`config.mk`:
```
export PLATFORM = sky130hd
export DESIGN_NAME = lzwenc_outq
export DESIGN_NICKNAME = d
export VERILOG_FILES = /design/src/hw/rtl/lzwenc_pkg.sv /design/src/hw/rtl/lzwenc_outq.sv
export SDC_FILE = /design/constraint.sdc
export NUM_CORES = 1
export LEC_CHECK = 0
export BUFFER_PORTS_ARGS = -buffer_cell sky130_fd_sc_hd__buf_2
export CAP_MARGIN = 10
export CORE_ASPECT_RATIO = 2
export CORE_MARGIN = 3
export CORE_UTILIZATION = 60
export CTS_CLUSTER_SIZE = 28
export DETAILED_ROUTE_END_ITERATION = 8
export PLACE_DENSITY = 0.83
export SETUP_SLACK_MARGIN = 0.1
export SYNTH_ARGS = -nofsm -noshare
export SYNTH_HDL_FRONTEND = slang
export SYNTH_SLANG_ARGS = --single-unit
```
`constraint.sdc`:
```
create_clock -name clk -period 4.8 [get_ports clk]
set_input_delay 0.48 -clock clk [delete_from_list [all_inputs] [get_ports clk]]
set_output_delay 0.48 -clock clk [all_outputs]
set_load 0.005 [all_outputs]
```
`src/hw/rtl/lzwenc_pkg.sv`:
```
// Shared constants and the controller/datapath interface types for the LZW encoder.
// No dependencies; every other file of the encoder imports this package.
package lzwenc_pkg;

  // Default dictionary size (total codes, roots included).
  localparam int unsigned DICT_ENTRIES_DEF = 4096;
  // Number of fixed root codes; the first free code follows them.
  localparam int unsigned ROOT_COUNT = 127;
  // Width of one input symbol.
  localparam int unsigned SYM_W = 7;
  // Width of the emitted code word.
  localparam int unsigned OUT_CODE_W = 12;
  // Width of the per-slot text generation tag in the hash table.
  localparam int unsigned EPOCH_W = 4;
  // Depth of the result queue.
  localparam int unsigned OUTQ_DEPTH = 4;

  // Commands from the controller to the datapath.
  typedef struct packed {
    logic load;         // capture the accepted input word
    logic set_root;     // start a prefix from the symbol's root code
    logic probe_start;  // read the hash table at the hashed key
    logic probe_next;   // read the following slot (collision)
    logic take_hit;     // prefix becomes the matching entry's code
    logic take_miss;    // emit prefix, insert entry if room, restart at root
    logic emit_last;    // emit prefix flagged as the last code
    logic restart;      // begin a new text with a fresh dictionary
    logic clear_step;   // clear one table slot
    logic clear_done;   // clearing pass finished
  } lzw_cmd_t;

  // Status from the datapath to the controller.
  typedef struct packed {
    logic sym_zero;     // captured symbol is zero
    logic eot;          // captured word ends the text
    logic prefix_valid; // a prefix is pending
    logic slot_used;    // slot just read belongs to the current text
    logic slot_match;   // slot just read holds the current key
    logic epoch_wrap;   // generation tag is exhausted, table needs a clear
    logic clear_last;   // clearing pass is at the final slot
  } lzw_status_t;

endpackage

```
`src/hw/rtl/lzwenc_outq.sv`:
```
// Small result queue between the encoder datapath and the output channel.
// Depends on lzwenc_pkg for the queue depth and code width.
module lzwenc_outq (
  input  logic                              clk,
  input  logic                              rst,
  input  logic                              push,
  input  logic [lzwenc_pkg::OUT_CODE_W-1:0] push_code,
  input  logic                              push_last,
  output logic                              room,
  output logic [lzwenc_pkg::OUT_CODE_W-1:0] out_code,
  output logic                              last_code,
  output logic                              code_valid,
  input  logic                              code_stall
);
  import lzwenc_pkg::*;

  localparam int unsigned PTR_W = $clog2(OUTQ_DEPTH);
  localparam int unsigned CNT_W = $clog2(OUTQ_DEPTH + 1);

  logic [OUT_CODE_W-1:0] code_mem [OUTQ_DEPTH];
  logic                  last_mem [OUTQ_DEPTH];
  logic [PTR_W-1:0]      wr_ptr;
  logic [PTR_W-1:0]      rd_ptr;
  logic [CNT_W-1:0]      count;
  logic                  pop;

  // A word leaves when it is shown and not stalled.
  assign pop        = code_valid && !code_stall;
  assign code_valid = (count != '0);
  assign out_code   = code_mem[rd_ptr];
  assign last_code  = last_mem[rd_ptr];
  // Room for the two words a single symbol can produce.
  assign room       = (count <= CNT_W'(OUTQ_DEPTH - 2));

  // Payload storage.
  always_ff @(posedge clk) begin
    if (push) begin
      code_mem[wr_ptr] <= push_code;
      last_mem[wr_ptr] <= push_last;
    end
  end

  // Pointers and fill count.
  always_ff @(posedge clk) begin
    if (rst) begin
      wr_ptr <= '0;
      rd_ptr <= '0;
      count  <= '0;
    end else begin
      if (push) begin
        wr_ptr <= wr_ptr + PTR_W'(1);
      end
      if (pop) begin
        rd_ptr <= rd_ptr + PTR_W'(1);
      end
      if (push && !pop) begin
        count <= count + CNT_W'(1);
      end else if (pop && !push) begin
        count <= count - CNT_W'(1);
      end
    end
  end

  // The queue must never be written while full.
  a_no_overflow: assert property (@(posedge clk) disable iff (rst)
    push |-> (count < CNT_W'(OUTQ_DEPTH) || pop))
    else $error("result queue overflow");

endmodule

```
### After elaboration in Yosys (flattened, before gate mapping)

Memories as Yosys holds them, arrays and structs flattened. A register that Yosys moved wholly into a read port is not among the register bits.
Index checks and enable logic that the tools add are counted.

| operators by class | value |
|---|---|
| reductions and logical operators | 8 |
| multiplexer cells | 8 |
| magnitude comparators | 1 |
| add/sub/neg operators | 4 |

Operator list:

| cell | count |
|---|---|
| $mux W2 | 4 |
| $mux W3 | 2 |
| $add A2 B1 Y2 const B | 2 |
| $add A3 B1 Y3 const B | 1 |
| $le A3 B2 Y1 const B | 1 |
| $logic_and A1 B1 Y1 | 3 |
| $logic_not A1 Y1 | 3 |
| $reduce_bool A3 Y1 | 1 |
| $sub A3 B1 Y3 const B | 1 |
| $mux W1 | 2 |
| $reduce_bool A2 Y1 | 1 |

| word-level totals | value |
|---|---|
| input port bits | 17 |
| memories | 2 |
| memory bits (writable) | 52 |
| register bits after elaboration | 7 |
| output and inout port bits | 15 |
| word-level logic and storage cells | 26 |

Memory list:

| memory | words | bits a word | read ports | clocked after Yosys merged registers in | wr ports | line | text |
|---|---|---|---|---|---|---|---|
| code_mem | 4 | 12 | 1 | 1 | 1 | lzwenc_outq.sv:20 | `logic [OUT_CODE_W-1:0] code_mem [OUTQ_DEPTH];` |
| last_mem | 4 | 1 | 1 | 1 | 1 | lzwenc_outq.sv:21 | `logic last_mem [OUTQ_DEPTH];` |

### Longest topological paths before layout

| logic depth | value |
|---|---|
| depth after elaboration | 5 |
| depth in mapped cells | 8 |
| gate-level depth less buffers | 8 |

### Least setup slack after synthesis

Ideal clock, no wire load.

| path | value |
|---|---|
| path kind | register to register |
| from | register count[0] |
| to | register count[2] |
| slack | 2.845 ns |
| data arrival time | 1.885 ns |
| cell stages (with the launch flop) | 9 |
| buffers on the path | 0 |
| data required time | 4.730 ns |
| clock period less this slack | 1.955 ns |
| setup time | 0.070 ns |
| cells stage by stage | dfxtp_1 -> nor3_2 -> or2_2 -> ha_1 -> inv_1 -> fa_1 -> xor2_1 -> or3_1 -> a21oi_1 |

| between the ends | value |
|---|---|
| longest elaborated chain between the ends | 5 |
| elaborated cells between the ends (all ways) | 10 |
| those cells by class | add/sub: 2; mux: 2; reduce/logical: 6 |

Ends and longest elaborated chain:

| item | line | text |
|---|---|---|
| start: declaration | lzwenc_outq.sv:24 | `logic [CNT_W-1:0] count;` |
| start signal: assignment | lzwenc_outq.sv:57 | `count <= count + CNT_W'(1);` |
| start signal: assignment | lzwenc_outq.sv:59 | `count <= count - CNT_W'(1);` |
| branches (longest 5 deep; another with $sub A3 B1 Y3) | -- |  |

Parallel ways; which one is timed is not known. The select of a mux whose other input is x is not followed.
A chain may end at the register's enable or synchronous reset.

==> results.md <==
* Status: completed
* Max H-tree Level at 3
* Yosys top cell area share at approximately 67%
* IO Count at 32
* Setup TNS at 0 ns
* Worst Tran Pin Value at roughly 0.82 ns
* Post-Synthesis Cells at approximately 110
* CP required at 4.32 ns
* Worst skew pair latency at approximately 0.32 ns
* DIE HEIGHT at around 94 um
* Final wirelength at about 3700 um
* Crit path DAT at 1.97 ns
* Final Skew at between 0.006 and 0.007 ns
* Cell depth of the worst flop-to-flop path at 8
* Initial Utilization at between 60% and 70%
* Syn Nets at between 100 and 150
* Period minus WS final at 2.45 ns
* CTS Buf Count at 9
* Avg Inst Size Synth at just over 20 um^2
* Hold EP: code_mem[3][4]$_DFFE_PP_
* Worst Setup End Kind: output pin
* Register area share after synthesis at roughly three quarters
* R2R setup slack at ~2.7 ns
* Fin cells at around 210
* Ranking of synthesized cells by area: edfxtp_1 (67%), mux4_2 (9.7%), dfxtp_1 (7.7%)
* Share of cells above drive strength 1 at around 35%
* Final setup viols at 0
* Max clock buf depth at 2
* Vias in the first global route at roughly 1200
* Clock root cell: clkbuf_8
* Final Max Tran Viols at 0
* Largest net degree at the start of global routing at 14
* WHS at around 0.37 ns
* Buffers added on ports at 31
* CTS tree: yes
* Ant diodes at 0
* Initial DRC count at 15
* Worst setup margin at between 2 and 2.5 ns
* Max Freq at 408 MHz
* Area growth syn-to-layout at 15.5%
* Via-per-instance ratio at 5.69
* Tot Pwr at 1260 uW
* Row cnt at 31
* #FFs+latches synth at a little over 60
* VDD IR max at just over 0.4 mV
* Total GRT Usage at a little under a fifth
* Placed Cells at ~190
* Worst r2r src: count[0]$_SDFFE_PP0P_
* Vias at roughly 1200
* Pre-antenna DRT Iters at 4
* Total of max-cap violations at 0
* Slew margin rel. at around 46%
* Critical path peak fanout at 13
* Placement Setup Slack at 2.67 ns
* Fillers at 233
* Ys Warns at 0
* Post-CTS sizing at 0
* Startpoint types: flop
* Number of nets in the layout at around 180
* Tcrit/Tclk final at between 50% and 60%
* Worst Hold Class: in -> reg
* Die area at between 0.004 and 0.005 mm^2
* Total gr overflow at 0
* Initial antenna violation count at 0
* RSZ-0062 raised after global routing: false
* Core Area at between 0.003 and 0.004 mm^2
* P_leak at 0.000961 uW
* Post-Synthesis Cell Area at between 0.002 and 0.0025 mm^2
* Die width at approximately 50 um
* Post-synth top flop: edfxtp_1
* Ys async rst share at 0%
* Worst R2R End: count[2]$_SDFFE_PP0P_
* Synth unique cells at 21
* DR WL/cell at 17.9 um
* Critical path class: reg -> out
* Post-CTS setup buffer count at 0
* DRC viols at 0
* Post-synth EDFFs at 52
* Detail Placement HPWL at roughly 2600 um
* Hold Startpoint: push_code[4]
* # hold bufs at CTS at 0
* Worst Hold Depth at 1
* Antenna Nets Post-Route at 0
* Clock sinks at ~60
* Pwr/cell area at around 470 mW/mm^2
* Clock-pin slew on the worst setup and hold paths at roughly 0.070 ns
* Final hold violation count at 0
* Synth area leader: edfxtp_1
* Routability cong. at roughly 0.7
* First-pass GRT wire length at about 6000 um
synthesized netlist by cell type, drive strengths merged (3+ instances only):
cell    count
nor2        4
or3         3
edfxtp     52
a21oi       5
inv         4
dfxtp       9
o21ai       3
ha          5
mux4       13
and2        4
kinds of logic (layout without fill, tap and decap cells):
group / count (synthesis) / count (layout) / synth area share, %
AOI/OAI and AO/OA: 8 / 8 / 1.72
xor gates and xnor gates: 3 / 3 / 1.13
adders and majority gates: 6 / 6 / 3.54
buffers and inverters: 7 / 51 / 1.50
DFF: 61 / 61 / 74.7
muxes: 15 / 15 / 13.9
and+or+nand+nor: 14 / 14 / 3.49
how the worst max path moves through the flow:
stage,start,to,slack (ns),cells after the start
2_1_floorplan,count[0]$_SDFFE_PP0P_,count[2]$_SDFFE_PP0P_,2.84,8
3_3_place_gp,flop,last_code,2.69,2
3_5_place_dp,flop,out_code[11],2.67,2
4_1_cts,flop,out_code[11],2.32,2
5_1_grt,flop,out_code[0],2.22,2
6_report,flop,out_code[0],2.35,2
routing by layer:
layer / up-vias / GRT usage, % / routed length, um
li1: 531 / - / -
met2: 39 / 31.2 / 2120
met5: - / 0 / 0
met3: 7 / 4.61 / 162
met4: 0 / 10.4 / 78
met1: 600 / 19.7 / 1340
flip-flops by register name, summed over array words and instances, names as in the netlist, named ones only:
register	flops
count	3
last_mem	4
code_mem	48
rd_ptr	2
wr_ptr	2
per-stage QoR:
| step | util, % | cell area (um^2) |
|---|---|---|
| after floorplan | - | 2330 |
| after global placement | 68.6 | 2530 |
| after detailed placement | 68.6 | 2530 |
| after CTS | 73.0 | 2690 |
| after global routing | 73.0 | 2690 |
| final | 73.0 | 2690 |
cell usage in the layout (no fill, tap or decap), drive strengths merged:
| master | synthesis | routed |
|---|---|---|
| edfxtp | 52 | 52 |
| buf | 2 | 31 |
| mux4 | 13 | 13 |
| clkbuf | 1 | 13 |
| dfxtp | 9 | 9 |
| a21oi | 5 | 5 |
| ha | 5 | 5 |
| inv | 4 | 4 |
| and2 | 4 | 4 |
| nor2 | 4 | 4 |
| o21ai | 3 | 3 |
| or3 | 3 | 3 |
| clkinv | 0 | 3 |
| mux2i | 2 | 2 |
| xor2 | 2 | 2 |
| nor3 | 1 | 1 |
| or2 | 1 | 1 |
| xnor2 | 1 | 1 |
| nand2b | 1 | 1 |
| fa | 1 | 1 |
worst max-delay path: stages, from the launching register on:
cell	delay, ns
dfxtp_1	0.85
mux4_1	0.65
buf_2	0.15
power breakdown:
part	leakage, uW	switching [uW]	internal [uW]	total (uW)
Clock	0.0000872	172	199	371
Sequential	0.000552	49.6	619	668
Combinational	0.000322	94.3	130	224
Total	0.000961	316	947	1260
final cells by class:
cell class	instances	area [um^2]	share of cell area, %
clock buffer	13	149	5.53
clock inverter	3	15.0	0.558
inverter	4	15.0	0.558
multi-input combinational	46	554	20.6
sequential	61	1740	64.7
tap	49	61.3	2.28
timing repair buffer	31	155	5.76
No activity file was read; power rests on OpenSTA's default activity.
