$ cat config.mk
export PLATFORM = sky130hd
export DESIGN_NAME = lzwenc_ctrl
export DESIGN_NICKNAME = d
export VERILOG_FILES = /design/src/hw/rtl/lzwenc_pkg.sv /design/src/hw/rtl/lzwenc_ctrl.sv
export SDC_FILE = /design/constraint.sdc
export NUM_CORES = 1
export LEC_CHECK = 0
export ABC_AREA = 1
export BUFFER_PORTS_ARGS = -buffer_cell sky130_fd_sc_hd__buf_2
export CAP_MARGIN = 25
export CORE_AREA = 2 2 39 41
export CTS_CLUSTER_SIZE = 12
export DETAILED_ROUTE_END_ITERATION = 8
export DIE_AREA = 0 0 41 43
export MAX_ROUTING_LAYER = met4
export SETUP_SLACK_MARGIN = 0.4
export SYNTH_ARGS = -nofsm -noshare
export SYNTH_HDL_FRONTEND = slang
export SYNTH_SLANG_ARGS = --single-unit
export TNS_END_PERCENT = 10
$ cat constraint.sdc
create_clock -name clk -period 2.8 [get_ports clk]
set_input_delay 0.28 -clock clk [delete_from_list [all_inputs] [get_ports clk]]
set_output_delay 0.28 -clock clk [all_outputs]
set_load 0.05 [all_outputs]
$ cat src/hw/rtl/lzwenc_pkg.sv
// Shared constants and the controller/datapath interface types for the LZW encoder.
// No dependencies; every other file of the encoder imports this package.
package lzwenc_pkg;

  // Default dictionary size (total codes, roots included).
  localparam int unsigned DICT_ENTRIES_DEF = 4096;
  // Number of fixed root codes; the first free code follows them.
  localparam int unsigned ROOT_COUNT = 127;
  // Width of one input symbol.
  localparam int unsigned SYM_W = 7;
  // Width of the emitted code word.
  localparam int unsigned OUT_CODE_W = 12;
  // Width of the per-slot text generation tag in the hash table.
  localparam int unsigned EPOCH_W = 4;
  // Depth of the result queue.
  localparam int unsigned OUTQ_DEPTH = 4;

  // Commands from the controller to the datapath.
  typedef struct packed {
    logic load;         // capture the accepted input word
    logic set_root;     // start a prefix from the symbol's root code
    logic probe_start;  // read the hash table at the hashed key
    logic probe_next;   // read the following slot (collision)
    logic take_hit;     // prefix becomes the matching entry's code
    logic take_miss;    // emit prefix, insert entry if room, restart at root
    logic emit_last;    // emit prefix flagged as the last code
    logic restart;      // begin a new text with a fresh dictionary
    logic clear_step;   // clear one table slot
    logic clear_done;   // clearing pass finished
  } lzw_cmd_t;

  // Status from the datapath to the controller.
  typedef struct packed {
    logic sym_zero;     // captured symbol is zero
    logic eot;          // captured word ends the text
    logic prefix_valid; // a prefix is pending
    logic slot_used;    // slot just read belongs to the current text
    logic slot_match;   // slot just read holds the current key
    logic epoch_wrap;   // generation tag is exhausted, table needs a clear
    logic clear_last;   // clearing pass is at the final slot
  } lzw_status_t;

endpackage

$ cat src/hw/rtl/lzwenc_ctrl.sv
// Controller state machine of the LZW encoder: sequences capture, probing and emission.
// Depends on lzwenc_pkg for the command/status structs.
module lzwenc_ctrl (
  input  logic                     clk,
  input  logic                     rst,
  input  logic                     sym_valid,
  output logic                     sym_stall,
  input  logic                     room,
  input  lzwenc_pkg::lzw_status_t  status,
  output lzwenc_pkg::lzw_cmd_t     cmd
);
  import lzwenc_pkg::*;

  typedef enum logic [2:0] {
    S_CLEAR,
    S_IDLE,
    S_DECIDE,
    S_PROBE,
    S_FINISH
  } state_t;

  state_t state;
  state_t state_next;
  logic   accept;

  // A word is taken only when idle and the result queue can hold two words.
  assign sym_stall = !((state == S_IDLE) && room);
  assign accept    = sym_valid && !sym_stall;

  // Command decode and next state.
  always_comb begin
    cmd        = '0;
    state_next = state;
    unique case (state)
      S_CLEAR: begin
        cmd.clear_step = 1'b1;
        if (status.clear_last) begin
          cmd.clear_done = 1'b1;
          state_next     = S_IDLE;
        end
      end
      S_IDLE: begin
        if (accept) begin
          cmd.load   = 1'b1;
          state_next = S_DECIDE;
        end
      end
      S_DECIDE: begin
        if (status.sym_zero) begin
          // Zero symbol terminates a pending text and is otherwise ignored.
          if (status.prefix_valid) begin
            cmd.emit_last = 1'b1;
            cmd.restart   = 1'b1;
            state_next    = status.epoch_wrap ? S_CLEAR : S_IDLE;
          end else begin
            state_next = S_IDLE;
          end
        end else if (!status.prefix_valid) begin
          cmd.set_root = 1'b1;
          state_next   = S_FINISH;
        end else begin
          cmd.probe_start = 1'b1;
          state_next      = S_PROBE;
        end
      end
      S_PROBE: begin
        if (status.slot_used && status.slot_match) begin
          cmd.take_hit = 1'b1;
          state_next   = S_FINISH;
        end else if (status.slot_used) begin
          cmd.probe_next = 1'b1;
        end else begin
          cmd.take_miss = 1'b1;
          state_next    = S_FINISH;
        end
      end
      S_FINISH: begin
        if (status.eot) begin
          cmd.emit_last = 1'b1;
          cmd.restart   = 1'b1;
          state_next    = status.epoch_wrap ? S_CLEAR : S_IDLE;
        end else begin
          state_next = S_IDLE;
        end
      end
      default: begin
        state_next = S_CLEAR;
      end
    endcase
  end

  // State register; reset starts the table clearing pass.
  always_ff @(posedge clk) begin
    if (rst) begin
      state <= S_CLEAR;
    end else begin
      state <= state_next;
    end
  end

  // Every accepted word is decoded in the following cycle.
  a_accept_decide: assert property (@(posedge clk) disable iff (rst)
    accept |=> (state == S_DECIDE))
    else $error("accepted word not decoded");

  // No word may enter while the table is being cleared.
  a_clear_blocks: assert property (@(posedge clk) disable iff (rst)
    cmd.clear_step |-> sym_stall)
    else $error("input taken during clearing pass");

endmodule

## Word-level counts from Yosys, hierarchy flattened

Index checks and enable logic that the tools add are counted.

| word-level totals | value |
|---|---|
| bits in registers | 3 |
| input port bits | 11 |
| output and inout port bits | 11 |
| logic and storage cells | 42 |

| cells by class | value |
|---|---|
| eq/ne operators | 7 |
| mux-type cells | 28 |
| reduce and logical (&&, ||, !) cells | 6 |

Operators by type and width:

| kind | count |
|---|---|
| $mux W3 | 7 |
| $pmux W3 S5 | 1 |
| $mux W1 | 13 |
| $mux W2 | 6 |
| $eq A3 B2 Y1 const B | 2 |
| $ne A2 B2 Y1 const B | 2 |
| $pmux W2 S2 | 1 |
| $eq A3 B1 Y1 const B | 1 |
| $eq A3 B3 Y1 const B | 1 |
| $logic_and A1 B1 Y1 | 3 |
| $logic_not A3 Y1 | 1 |
| $ne A3 B3 Y1 const B | 1 |
| $reduce_and A3 Y1 | 1 |
| $logic_not A1 Y1 | 1 |

## Longest topological paths before layout

| depth | value |
|---|---|
| depth after elaboration | 5 |
| mapped depth | 7 |
| gate-level depth less buffers | 7 |

## Worst setup path after synthesis

Ideal clock, no wire load.

| timing | value |
|---|---|
| path type | flip-flop to output port |
| start | reg state[1] |
| end | out cmd[9] in the netlist's numbering |
| arrival time | 1,636 ps |
| data required time | 2,520 ps |
| path slack | 884 ps |
| stages on the path, launching flop included | 6 |
| buffers on the path | 0 |
| path through | dfxtp_1 -> inv_1 -> nand2_1 -> nor2_1 -> nand2_1 -> nor2_1 |

RTL lines:

| what | RTL line | source |
|---|---|---|
| start, declared | lzwenc_ctrl.sv:22 | `state_t state;` |
| start signal, assigned | lzwenc_ctrl.sv:97 | `state <= state_next;` |
| end, declared | lzwenc_ctrl.sv:10 | `output lzwenc_pkg::lzw_cmd_t cmd` |

==> PnR_summary.wiki <==
{| class="wikitable"
! Metric !! Value
|-
| Max cap viols || 0
|-
| Clock tree from TritonCTS || built
|-
| Transition time at the pin with the least slew margin || 0.280 ns
|-
| Yosys top cell area share || 17.4%
|-
| Post-detailed-routing wire length || 772 um
|-
| Leakage || 0.311 nW
|-
| Area taken by flip-flops and latches || 60.1 um2
|-
| Gpl congestion || 0.807
|-
| Setup repair bufs after CTS || 0
|-
| Final hold viol count || 0
|-
| Root Driver || sky130_fd_sc_hd__clkbuf_4
|-
| Final number of max-transition violations || 0
|-
| Required time reported for the critical path endpoint || 2.52 ns
|-
| Height of the die || 43 um
|-
| Post-route clock period utilization || 58.1%
|-
| Startpoint of the most critical setup path || state[1]
|-
| Number of vias in the routed layout || 409
|-
| Average wire per cell in the routed design || 7.80 um
|-
| Share of synthesized flip-flops with an asynchronous set or reset || 0%
|-
| Setup repair after global routing missed its margin || no
|-
| Count of mapped cells out of synthesis || 59
|-
| First-pass GRT wire length || 1230 um
|-
| Startpoint of the lowest-slack hold path || rst
|-
| Number of warning messages in the yosys log || 0
|-
| Cell Area, Synth || 345 um2
|-
| Vias in the first global route || 330
|-
| Leading cell types by count after synthesis || sky130_fd_sc_hd__inv_1, sky130_fd_sc_hd__nor2_1, sky130_fd_sc_hd__nand2_1, sky130_fd_sc_hd__nand3_1, sky130_fd_sc_hd__dfxtp_1
|-
| Utilization of the core after routing || 35.4%
|-
| Num CTS Buffers || 3
|-
| Kind of end point of the critical path || output port
|-
| Largest registers in the final layout || state x3
|-
| Die Footprint || 1760 um2
|-
| Hold buffers post-CTS || 0
|-
| Footprint of the multi-input gates || 229 um2
|-
| Fill cell total of the finished layout || 162
|-
| Die Width || 41 um
|-
| Remaining antenna violation count || 0
|-
| Number of flip-flops in the largest register || 3
|-
| Clock Tree Buf Depth || 2
|-
| Startpoint of the worst register-to-register path || state[0]
|-
| Most flop-heavy register || state
|-
| First-pass DRT Iterations || 3
|-
| Sequential element share of the synthesized area || 17.4%
|-
| Area growth, synth to finish || 41.7%
|-
| Top cells by area, synth || sky130_fd_sc_hd__dfxtp_1, sky130_fd_sc_hd__inv_1, sky130_fd_sc_hd__nor2_1, sky130_fd_sc_hd__nand2_1, sky130_fd_sc_hd__nand3_1
|-
| Number of top-level pins || 22
|-
| Critical path launch point type || flop
|-
| Synthesis-stage register bit count || 3
|-
| Starting utilization of the core area || 25.0%
|-
| Total congestion overflow || 0
|-
| Antenna violations before repair || 0
|-
| Worst Path Max Fanout || 5
|-
| Clk Latency, worst-skew pair || 0.23 ns
|-
| Clock-pin slew reported for the worst setup and hold paths after clock tree synthesis || 0.03 ns
|-
| DRC violation count after routing || 0
|-
| Antenna cells || 0
|-
| Vias per cell || 4.13
|-
| Number of placement rows || 14
|-
| GR Util All Layers || 10.8%
|-
| DP Wirelength || 661 um
|-
| Pwr Total || 0.000229 W
|-
| Maximum clock skew at final layout || 0.00698 ns
|-
| Maximum vdd drop || 287 uV
|-
| Average footprint of a synthesized cell || 5.85 um2
|-
| H-tree levels || 1
|-
| Critical path class || reg -> out
|-
| Fraction of layout cells with a size suffix above 1 || 41.0%
|-
| Area of the core || 1380 um2
|-
| Count of different cell masters after synthesis || 20
|-
| Number of nets produced by synthesis || 70
|-
| Clk sink count || 3
|-
| Achievable Freq || 614 MHz
|-
| Status || finished, final reports clean
|-
| Power Dens Cells || 467 nW/um2
|-
| Tmin final || 1.63 ns
|-
| Sum of negative setup slack || 0 ns
|-
| Number of buffer cells added on primary ports || 21
|-
| Maximum number of pins on one net before global-route repair || 8
|-
| Dominant synthesized flop cell || sky130_fd_sc_hd__dfxtp_1
|-
| Number of DRC violations after detailed-routing iteration 0 || 4
|-
| Post-cts repair resize count || 0
|-
| Number of enable-type register cells in the synthesized netlist || 0
|-
| Min-delay worst type || in -> reg
|-
| Arrival time at the worst endpoint || 1.35 ns
|-
| Final layout net count || 95
|-
| Max-slew headroom at the worst pin || 81.2%
|-
| Cell type with the highest aggregate area in the netlist || sky130_fd_sc_hd__dfxtp_1
|-
| Final setup violation count || 0
|}
-- layout by cell type, fill, tap and decap left out, types with 2 or more instances in the layout --
cell                       instances
sky130_fd_sc_hd__dfxtp_1           3
sky130_fd_sc_hd__inv_1            11
sky130_fd_sc_hd__o21ai_0           2
sky130_fd_sc_hd__nand2_1          10
sky130_fd_sc_hd__buf_2            21
sky130_fd_sc_hd__nand2_4           2
sky130_fd_sc_hd__nand3_1           6
sky130_fd_sc_hd__clkbuf_4          3
sky130_fd_sc_hd__nor2_1           11
sky130_fd_sc_hd__inv_2             2
-- worst max-delay path: stages, from the launching register on --
cell and delay, ns:
sky130_fd_sc_hd__dfxtp_1 0.38, sky130_fd_sc_hd__inv_1 0.09, sky130_fd_sc_hd__nor3_1 0.20, sky130_fd_sc_hd__nand3_1 0.11
sky130_fd_sc_hd__nand2_1 0.08, sky130_fd_sc_hd__buf_2 0.26
-- worst paths after layout --
path / to / slack [ns] / depth (start not counted)
worst max-delay path: cmd[2] / 1.17 / 5
worst min-delay path: state[2] / 0.24 / 2
worst max register to register: state[1] / 1.63 / 6
worst min register to register: state[1] / 0.67 / 4
-- report_power, final --
part           internal, W  switching [W]
Clock            0.0000534      0.0000224
Sequential       0.0000466     0.00000513
Combinational    0.0000312      0.0000698
Total             0.000131      0.0000974
-- cell families (layout without fill, tap and decap cells) --
family / Yosys count / count (layout) / share of synthesized area [%]
AO/OA/AOI/OAI: 7 / 7 / 15.2
buffers and inverters: 14 / 38 / 16.3
flip-flops: 3 / 3 / 17.4
AND/OR/NAND/NOR: 35 / 35 / 51.1
-- layer usage --
metal | wire length (um) | track usage [%] | vias to the layer above | share of wire (%)
li1 | - | - | 228 | -
met1 | 333 | 12.5 | 171 | 43
met2 | 381 | 15.0 | 10 | 49
met3 | 57 | 6.28 | 0 | 7.4
met4 | 0 | 4.00 | 0 | 0
met5 | 0 | - | - | 0
-- layout make-up --
type,count,area share (%)
flip-flops and latches,3,12.3
clock buffers,4,5.37
inverters,13,9.97
multi-input cells,42,46.8
repair buffers,21,21.5
well taps,16,4.09
-- metrics by stage --
step | cell area [um2] | worst slack, ns | hold WS, ns | cells
floorplan | 345 | 0.884 | 0.349 | 59
global placement | 463 | 1.45 | 0.479 | 95
detailed placement | 463 | 1.40 | 0.478 | 95
CTS | 489 | 1.15 | 0.237 | 99
global route | 489 | 1.02 | 0.245 | 99
finish | 489 | 1.17 | 0.243 | 99
Power figures use the tool's default switching activity.
